**config.mk**
```make
export PLATFORM = sky130hd
export DESIGN_NAME = imp_fifo
export DESIGN_NICKNAME = d
export VERILOG_FILES = /design/src/rtl/core/imp_pkg.sv /design/src/rtl/core/imp_fifo.sv
export SDC_FILE = /design/constraint.sdc
export NUM_CORES = 1
export LEC_CHECK = 0
export BUFFER_PORTS_ARGS = -buffer_cell sky130_fd_sc_hd__buf_2
export CELL_PAD_IN_SITES_DETAIL_PLACEMENT = 2
export CELL_PAD_IN_SITES_GLOBAL_PLACEMENT = 2
export CORE_UTILIZATION = 37
export DETAILED_ROUTE_END_ITERATION = 8
export MAX_ROUTING_LAYER = met4
export PLACE_DENSITY_LB_ADDON = 0.1
export SLEW_MARGIN = 40
export SYNTH_ARGS = -nofsm -noshare
export SYNTH_HDL_FRONTEND = slang
export SYNTH_SLANG_ARGS = --single-unit
```
**constraint.sdc**
```tcl
create_clock -name clk_i -period 3.8 [get_ports clk_i]
set_input_delay 0.57 -clock clk_i [delete_from_list [all_inputs] [get_ports clk_i]]
set_output_delay 0.57 -clock clk_i [all_outputs]
set_load 0.02 [all_outputs]
```
**src/rtl/core/imp_pkg.sv**
```systemverilog
// Shared constants and types for the integer matrix power core.
package imp_pkg;
  localparam int MaxSize = 8;
  localparam int ElemBits = 32;
  localparam int Cells = MaxSize * MaxSize;
  localparam int IdxBits = $clog2(Cells);
  localparam int DimBits = $clog2(MaxSize);
  localparam int CntBits = 7;

  localparam logic [0:0] RegMatrixSize = 1'd0;
  localparam logic [0:0] RegExponent = 1'd1;

  typedef struct packed {
    logic [ElemBits-1:0] value;
    logic [IdxBits-1:0]  addr;
    logic                done;
  } load_word_t;
endpackage

```
**src/rtl/core/imp_fifo.sv**
```systemverilog
// Two-entry queue between front end and compute engine.
module imp_fifo (
  input  logic                clk_i,
  input  logic                rst_ni,
  input  logic                in_valid_i,
  output logic                in_ready_o,
  input  imp_pkg::load_word_t in_word_i,
  output logic                out_valid_o,
  input  logic                out_ready_i,
  output imp_pkg::load_word_t out_word_o
);
  import imp_pkg::*;

  load_word_t mem_q [2];
  logic       wp_q, rp_q;
  logic [1:0] cnt_q;
  logic       push, pop;

  assign in_ready_o  = cnt_q != 2'd2;
  assign out_valid_o = cnt_q != 2'd0;
  assign out_word_o  = mem_q[rp_q];
  assign push = in_valid_i && in_ready_o;
  assign pop  = out_valid_o && out_ready_i;

  always_ff @(posedge clk_i) begin
    if (push) mem_q[wp_q] <= in_word_i;
  end

  always_ff @(posedge clk_i or negedge rst_ni) begin
    if (!rst_ni) begin
      wp_q <= 1'b0;
      rp_q <= 1'b0;
      cnt_q <= 2'd0;
    end else begin
      if (push) wp_q <= ~wp_q;
      if (pop) rp_q <= ~rp_q;
      cnt_q <= cnt_q + 2'(push) - 2'(pop);
    end
  end
endmodule

```
==> impl_metrics.json <==
{
  "outcome": "finished, final reports clean",
  "hold_start": "in_word_i[14]",
  "numCtsBuffers": 9,
  "path_buf_inv": 1,
  "ant_nets": 0,
  "rr_endpoint": "cnt_q[1]",
  "insertion_delay_ps": 340,
  "endpoint_kind": "output port",
  "synth-seq-cells": 82,
  "wl_per_cell_um": 17.8,
  "postCtsSetupBuffers": 0,
  "synth_seq_area_share_pct": 80.7,
  "drt_iter0_markers": 43,
  "dieArea_um2": 8540,
  "power_density_nw_per_um2": 806,
  "drt_wl_total_um": 6010,
  "cts_tree": "done",
  "antenna_found_initial": 0,
  "grt_use_met2_pct": 28.1,
  "die_w_um": 92.4,
  "post-route-cell-area_um2": 3830,
  "via_per_inst": 4.62,
  "io_buffers": 83,
  "path_delay_family": "flip-flops",
  "slowest_delay_ps": 800,
  "p_sw_w": 0.000989,
  "slew_viol_final": 0,
  "cts.sinks": 82,
  "dpl_cell_area_um2": 3580,
  "vdd_drop_max_v": 0.000306,
  "clockBufferDepth": 2,
  "ys_types": 14,
  "firstDrtPassIters": 3,
  "critical_path_depth": 2,
  "p_int_w": 0.00209,
  "dp_slack_ps": 1840,
  "startpoint": "rp_q",
  "swShare_pct": 32.1,
  "syn_to_final_growth_pct": 26.5,
  "remaining_drc_errors": 0,
  "hold_path_class": "in -> reg",
  "grt_start_max_net_pins": 41,
  "combPwrFrac_pct": 31.4,
  "grt_pass1_wl_um": 9490,
  "multi_input_area_um2": 547,
  "setup_slack_ps": 1500,
  "rsz0062_at_grt": "false",
  "setup_viol": 0,
  "crit_fanout": 40,
  "gr-total-overflow": 0,
  "fp-row-count": 32,
  "seqCellArea_um2": 2450,
  "cp.arrival_ps": 1730,
  "cts_max_level": 3,
  "gp_congestion": 0.693,
  "grt_usage_pct": 16.0,
  "fin_crit_sh_pct": 60.4,
  "synth_area_um2": 3030,
  "vias": 1561,
  "cp_slowest_cell": "dfrtp_4",
  "finalSetupTns_ps": 0,
  "grt_util_met1_pct": 16.7,
  "slew_headroom_pct": 62.1,
  "power.share.sequential_pct": 44.9,
  "met3_usage_pct": 3.78,
  "whs_ps": 416,
  "p_leak_nw": 1.43,
  "finClkSkew_ps": 3.20,
  "busiest_layer": "met2",
  "final_hold_viol_count": 0,
  "antenna_cells": 0,
  "root_buffer": "clkbuf_8",
  "ys_warn_count": 0,
  "fin_crit_ps": 2300,
  "first_global_vias": 1784,
  "syn_inst": 138,
  "fp.dieH_um": 92.4,
  "r2r-start": "cnt_q[1]",
  "rrSetupSlack_ps": 2070,
  "path_cells": "mux2_2, buf_2",
  "ios": 84,
  "clkPwrFrac_pct": 23.8,
  "r2r.worst_path.cells": 7,
  "syn_nets": 183,
  "crit_type": "reg -> out",
  "layout-drive-gt1-share_pct": 60.2,
  "drv_cap": 0,
  "required_ps": 3230,
  "worstSetupStartpointType": "flop",
  "timing.fmax_mhz": 436,
  "syn_area_per_cell_um2": 21.9,
  "nNetsFinal": 276,
  "cts.reportedPaths.clkPinSlew_ps": 80,
  "core_um2": 7810,
  "nFillCells": 725,
  "endpoint": "out_word_o[18]",
  "final_core_util_pct": 49.0,
  "hpwl_um": 3930,
  "start_util_pct": 38.8,
  "tightest_slew_ps": 569
}
## cell usage after synthesis (all sizes together)
library cell	instances	area, um2
and2	1	8.76
mux2	39	439
dfrtp	4	100
ha	2	25.0
inv	1	3.75
nand2	1	3.75
xnor2	3	26.3
or2	1	6.26
edfxtp	78	2340
nor2	1	3.75
and3	1	6.26
nand2b	1	6.26
buf	4	45.0
xor2	1	8.76
## worst reg2reg max path, cell delays in order, from the launching register on
cell and delay, ps:
dfrtp_1 400, or2_1 260, and2_4 170, ha_1 270, inv_1 40, ha_1 190, xnor2_1 190, xnor2_1 140
## cells by family after synthesis
family                     Yosys count  synth area share, %
xor gates and xnor gates             4                 1.16
adders and majority gates            2                0.827
buffers and inverters                5                 1.61
DFF                                 82                 80.7
muxes                               39                 14.5
and+or+nand+nor                      6                 1.16
## stage by stage
stage / total power [W] / instances
4_1_cts: 0.00314 / 337
2_1_floorplan: 0.00205 / 138
6_report: 0.00308 / 338
5_1_grt: 0.00324 / 338
3_3_place_gp: 0.00231 / 319
3_5_place_dp: 0.00239 / 321
## flip-flops by register name, summed over array words and instances, names as in the netlist
register  cells
cnt_q         2
mem_q        78
rp_q          1
wp_q          1
## how the worst min path moves through the flow
| stage | end | slack (ps) | cells past startpoint |
|---|---|---|---|
| 2_1_floorplan | cnt_q[0] | 270 | 0 |
| 3_3_place_gp | wp_q | 380 | 1 |
| 3_5_place_dp | wp_q | 380 | 1 |
| 4_1_cts | wp_q | 2 | 1 |
| 5_1_grt | mem_q[1][23] | 390 | 1 |
| 6_report | mem_q[0][14] | 420 | 1 |
## area by class of cell
class / count / share of cell area, %
sequential: 82 / 63.9
multi-input combinational: 51 / 14.3
timing repair buffer: 86 / 12.2
clock buffer: 11 / 3.43
tap: 102 / 3.34
clock inverter: 5 / 2.68
inverter: 1 / 0.0981
## power groups by stage
| stage | clock (W) | sequential (W) | combinational, W |
|---|---|---|---|
| after floorplan | 0 | 0.00131 | 0.000746 |
| after global placement | 0 | 0.00139 | 0.000920 |
| after detailed placement | 0 | 0.00141 | 0.000977 |
| after CTS | 0.000756 | 0.00140 | 0.000989 |
| after global routing | 0.000785 | 0.00142 | 0.00103 |
| final | 0.000732 | 0.00138 | 0.000967 |
## metal layers
| metal | vias up | wire, um | share of wire [%] |
|---|---|---|---|
| li1 | 722 | - | - |
| met1 | 777 | 2360 | 39 |
| met2 | 53 | 3270 | 54 |
| met3 | 9 | 273 | 4.5 |
| met4 | 0 | 101 | 1.7 |
| met5 | - | 0 | 0 |
## layout by cell type (no fill, tap or decap), types with 2 or more instances in the layout
cell type	n
clkbuf_8	9
ha_1	2
bufinv_16	3
buf_2	83
edfxtp_1	78
clkbuf_1	2
dfrtp_1	3
mux2_2	39
xnor2_1	3
## timing repair
item,4_1_cts,5_1_grt
endpoints found under the hold margin,0,1
hold buffers,0,1
resized for setup,0,0
Power figures use the tool's default switching activity.
