File: config.mk
export PLATFORM = sky130hd
export DESIGN_NAME = imp_front
export DESIGN_NICKNAME = d
export VERILOG_FILES = /design/src/rtl/core/imp_pkg.sv /design/src/rtl/core/imp_front.sv
export SDC_FILE = /design/constraint.sdc
export NUM_CORES = 1
export LEC_CHECK = 0
export ABC_AREA = 1
export BUFFER_PORTS_ARGS = -buffer_cell sky130_fd_sc_hd__buf_4
export CAP_MARGIN = 15
export CORE_MARGIN = 4
export CORE_UTILIZATION = 44
export CTS_BUF_LIST = sky130_fd_sc_hd__clkbuf_2
export CTS_CLUSTER_DIAMETER = 80
export DETAILED_ROUTE_END_ITERATION = 12
export HOLD_SLACK_MARGIN = 0.12
export PLACE_DENSITY = 0.95
export SYNTH_ARGS = -nofsm -noshare
export SYNTH_HDL_FRONTEND = slang
export SYNTH_SLANG_ARGS = --single-unit
File: constraint.sdc
create_clock -name clk_i -period 4.2 [get_ports clk_i]
set_input_delay 0.42 -clock clk_i [delete_from_list [all_inputs] [get_ports clk_i]]
set_output_delay 0.42 -clock clk_i [all_outputs]
set_load 0.01 [all_outputs]
File: src/rtl/core/imp_pkg.sv
// Shared constants and types for the integer matrix power core.
package imp_pkg;
  localparam int MaxSize = 8;
  localparam int ElemBits = 32;
  localparam int Cells = MaxSize * MaxSize;
  localparam int IdxBits = $clog2(Cells);
  localparam int DimBits = $clog2(MaxSize);
  localparam int CntBits = 7;

  localparam logic [0:0] RegMatrixSize = 1'd0;
  localparam logic [0:0] RegExponent = 1'd1;

  typedef struct packed {
    logic [ElemBits-1:0] value;
    logic [IdxBits-1:0]  addr;
    logic                done;
  } load_word_t;
endpackage

File: src/rtl/core/imp_front.sv
// Front end: counts incoming elements and tags the word that completes a matrix.
module imp_front (
  input  logic                          clk_i,
  input  logic                          rst_ni,
  input  logic [3:0]                    size_i,
  input  logic                          in_valid_i,
  output logic                          in_ready_o,
  input  logic [imp_pkg::ElemBits-1:0]  in_data_i,
  output logic                          q_valid_o,
  input  logic                          q_ready_i,
  output imp_pkg::load_word_t           q_word_o
);
  import imp_pkg::*;

  logic [CntBits-1:0] cnt_q, cnt_d, cnt_inc;
  logic [DimBits:0]   n;
  logic [7:0]         cells;
  logic               fire;

  always_comb begin
    if (size_i == 4'd0) n = (DimBits+1)'(1);
    else if (size_i > 4'(MaxSize)) n = (DimBits+1)'(MaxSize);
    else n = (DimBits+1)'(size_i);
  end
  assign cells = 8'(n) * 8'(n);

  assign in_ready_o = q_ready_i;
  assign q_valid_o  = in_valid_i;
  assign fire       = in_valid_i && q_ready_i;
  assign cnt_inc    = cnt_q + CntBits'(1);

  always_comb begin
    q_word_o.value = in_data_i;
    q_word_o.addr  = cnt_q[IdxBits-1:0];
    q_word_o.done  = ({1'b0, cnt_inc} >= cells);
    cnt_d = cnt_q;
    if (fire) cnt_d = q_word_o.done ? '0 : cnt_inc;
  end

  always_ff @(posedge clk_i or negedge rst_ni) begin
    if (!rst_ni) cnt_q <= '0;
    else cnt_q <= cnt_d;
  end
endmodule

==> key figures <==
Status
  • Status: finished, final reports clean

Critical path
  • FF-to-FF path depth: 9
  • Worst-path cell chain: buf_4 > inv_1 > nand2_1 > nor3_1 > fa_1 > a21oi_1 > o21bai_1 > xor2_1 > ha_1 > and3_1 > nand2_1 > nand2_1 > buf_4
  • Critical path's slowest cell: nor3_1
  • WP data required: 3780 ps
  • Launch point of the worst path: size_i[3]
  • CP arrival: 2620 ps
  • FF-to-FF End: cnt_q[1]
  • Worst reg-to-reg setup slack: 2190 ps
  • Worst setup EP type: output port
  • CP Buf/Inv Count: 3
  • CP endpoint: q_word_o[0]
  • Crit path max fanout: 6
  • Crit path launch type: input port
  • Slowest Stage Delay on Critical Path: 350 ps
  • Most used cell, CP: nand2_1
  • Delay-heaviest family, CP: simple AND/OR/NAND/NOR gates
  • Critical path class: input port to output port
  • R2r startpoint: cnt_q[0]
  • Critical Path Stages: 13

Route
  • Routed Antenna Nets: 0
  • DR pass1 iterations: 4
  • WL per Instance: 9.722 um
  • # DRC: 0
  • Final wirelength: 1.643 mm
  • DR vias/cell: 4.639
  • Via count: 784
  • Drt first-iter violations: 9

Logic synthesis
  • Cell variety after synth: 21
  • Register area share after synthesis: 16.45%
  • Yosys reg bits: 7
  • Post-Syn Instances: 159
  • Area of the mapped netlist: 0.001065 sq mm
  • Ys Warns: 0
  • Avg Inst Size Synth: 6.697 sq um

Worst hold path
  • Hold Path Class: input port to asynchronous set/reset pin

Timing
  • Max Clock Freq: 0.3292 GHz
  • WHS: 525.0 ps
  • RSZ-0062 raised after global routing: false
  • Final Hold Fails: 0
  • Fin crit share: 72.33%
  • Slew Limit Fails: 0
  • # setup viols final: 0
  • Final Skew: 4.401 ps
  • Setup TNS: 0 ps
  • Minimum clock period: 3038 ps

Floorplanning
  • Die Wd: 57.19 um
  • Core Rows: 17
  • Core area: 0.002255 sq mm
  • Initial Utilization: 47.23%
  • Die height: 57.19 um
  • DIE AREA: 0.003271 sq mm
  • Io pins: 81

CTS
  • H-Tree Depth: 1
  • CTS tree: yes
  • CTS clk-pin slew, worst paths: 70 ps
  • Cts bufs inserted: 3
  • Clk_lat worst skew: 230 ps
  • TritonCTS Sinks: 7
  • CTS Root Cell: clkbuf_2
  • CTS Buffer Depth: 2

Global route
  • Vias in the first global route: 690
  • Initial antenna violation count: 0
  • Largest net degree at the start of global routing: 11
  • Global route total overflow: 0
  • GRT Total Usage: 10.73%
  • First-pass GRT wire length: 2.849 mm

Finish
  • Layout area overhead: -10.46%
  • Fin cells: 169
  • Final core occ: 42.29%
  • Fill cells: 238
  • Top reg by flops: cnt_q
  • Fraction of layout cells with a size suffix above 1: 17.73%
  • Top Registers: cnt_q x7
  • Largest register FFs: 7
  • Antenna cells: 0
  • Final nets: 193

Placed design
  • Routability congestion estimate: 0.8516
  • Dpl hpwl: 1.406 mm
  • Placed cells: 164
  • Port-buffer cells: 16

Power and ir drop
  • Leak: 0.5529 nW
  • Pwr/cell area: 397.5 mW/mm^2
  • Peak VDD IR: 0.2693 mV

Flow run
  • Max_cap viols: 0
## logic make-up after synthesis
logic type                 share of synthesized area, %
xor gates and xnor gates                          2.468
and+or+nand+nor                                   24.79
adders and majority gates                         13.63
DFF                                               16.45
other                                            0.3522
buffers and inverters                             35.96
AOI/OAI and AO/OA                                 6.345
## layout make-up
type	count	area, sq um	area share, %
Inverter	22	82.58	8.661
Multi-Input combinational cell	91	510.5	53.54
Timing Repair Buffer	17	130.1	13.65
Sequential cell	7	175.2	18.37
Tap cell	28	35.03	3.675
Clock buffer	4	20.02	2.100
## metal layers
metal	vias to the layer above	track usage (%)	routed length, um
met1	347	14.34	762
li1	416	-	-
met2	17	15.66	743
met5	-	0	0
met3	4	2.036	114
met4	0	6.954	23
## report_power, final
| group | total, W | internal [W] | leakage, nW | switching [W] |
|---|---|---|---|---|
| logic | 0.000206 | 0.0000920 | 0.443 | 0.000114 |
| clock network | 0.0000499 | 0.0000253 | 0.0166 | 0.0000246 |
| registers | 0.000123 | 0.0000878 | 0.0930 | 0.0000357 |
## cells in the final DEF (no fill, tap or decap), types with 3 or more instances in the layout
| cell type | synthesis | layout |
|---|---|---|
| ha_1 | 10 | 10 |
| clkbuf_2 | 0 | 4 |
| nor2_1 | 5 | 5 |
| nand3_1 | 6 | 6 |
| o21ai_1 | 3 | 3 |
| o21bai_1 | 3 | 3 |
| buf_4 | 40 | 16 |
| nand4_1 | 3 | 3 |
| inv_1 | 20 | 20 |
| a21oi_1 | 4 | 4 |
| dfrtp_1 | 7 | 7 |
| nand2_1 | 43 | 43 |
## synth_stat cells
library cell	n	area (sq um)
xnor2_1	1	8.760
o21ai_0	2	10.01
xor2_1	2	17.52
inv_2	2	7.510
dfrtp_1	7	175.2
nand3_1	6	30.03
nor2_2	2	12.51
a21oi_1	4	20.02
and3_1	1	6.260
ha_1	10	125.1
buf_4	40	300.3
nand2_1	43	161.4
o21bai_1	3	22.52
inv_1	20	75.07
o21ai_1	3	15.01
conb_1	1	3.750
nand2_2	1	6.260
nor3_1	2	10.01
nor2_1	5	18.77
nand4_1	3	18.77
fa_1	1	20.02
## worst min path at each step
stage            from  endpoint  slack [ps]  cells past startpoint
6_report       rst_ni  cnt_q[2]         520                      2
2_1_floorplan  rst_ni  cnt_q[0]         120                      0
3_5_place_dp   rst_ni  cnt_q[3]         240                      1
5_1_grt        rst_ni  cnt_q[2]         520                      2
3_3_place_gp   rst_ni  cnt_q[4]         230                      1
4_1_cts        rst_ni  cnt_q[2]         510                      2
## repair_timing
action,in CTS,in global routing
setup endpoints to repair,0,0
hold endpoints to repair,7,0
buffers inserted,0,0
hold buffers,1,0
gates resized for setup,0,0
## metrics by stage
step                      setup slack [ps]  cell area (sq um)  total power (W)
after CTS                             1148              953.4        0.0003824
after floorplan                       1685               1069        0.0003117
after global routing                 914.1              953.4        0.0004183
final                                 1162              953.4        0.0003790
after global placement                1312              923.4        0.0003239
after detailed placement              1149              923.4        0.0003311
(Power assumes the default switching activity.)
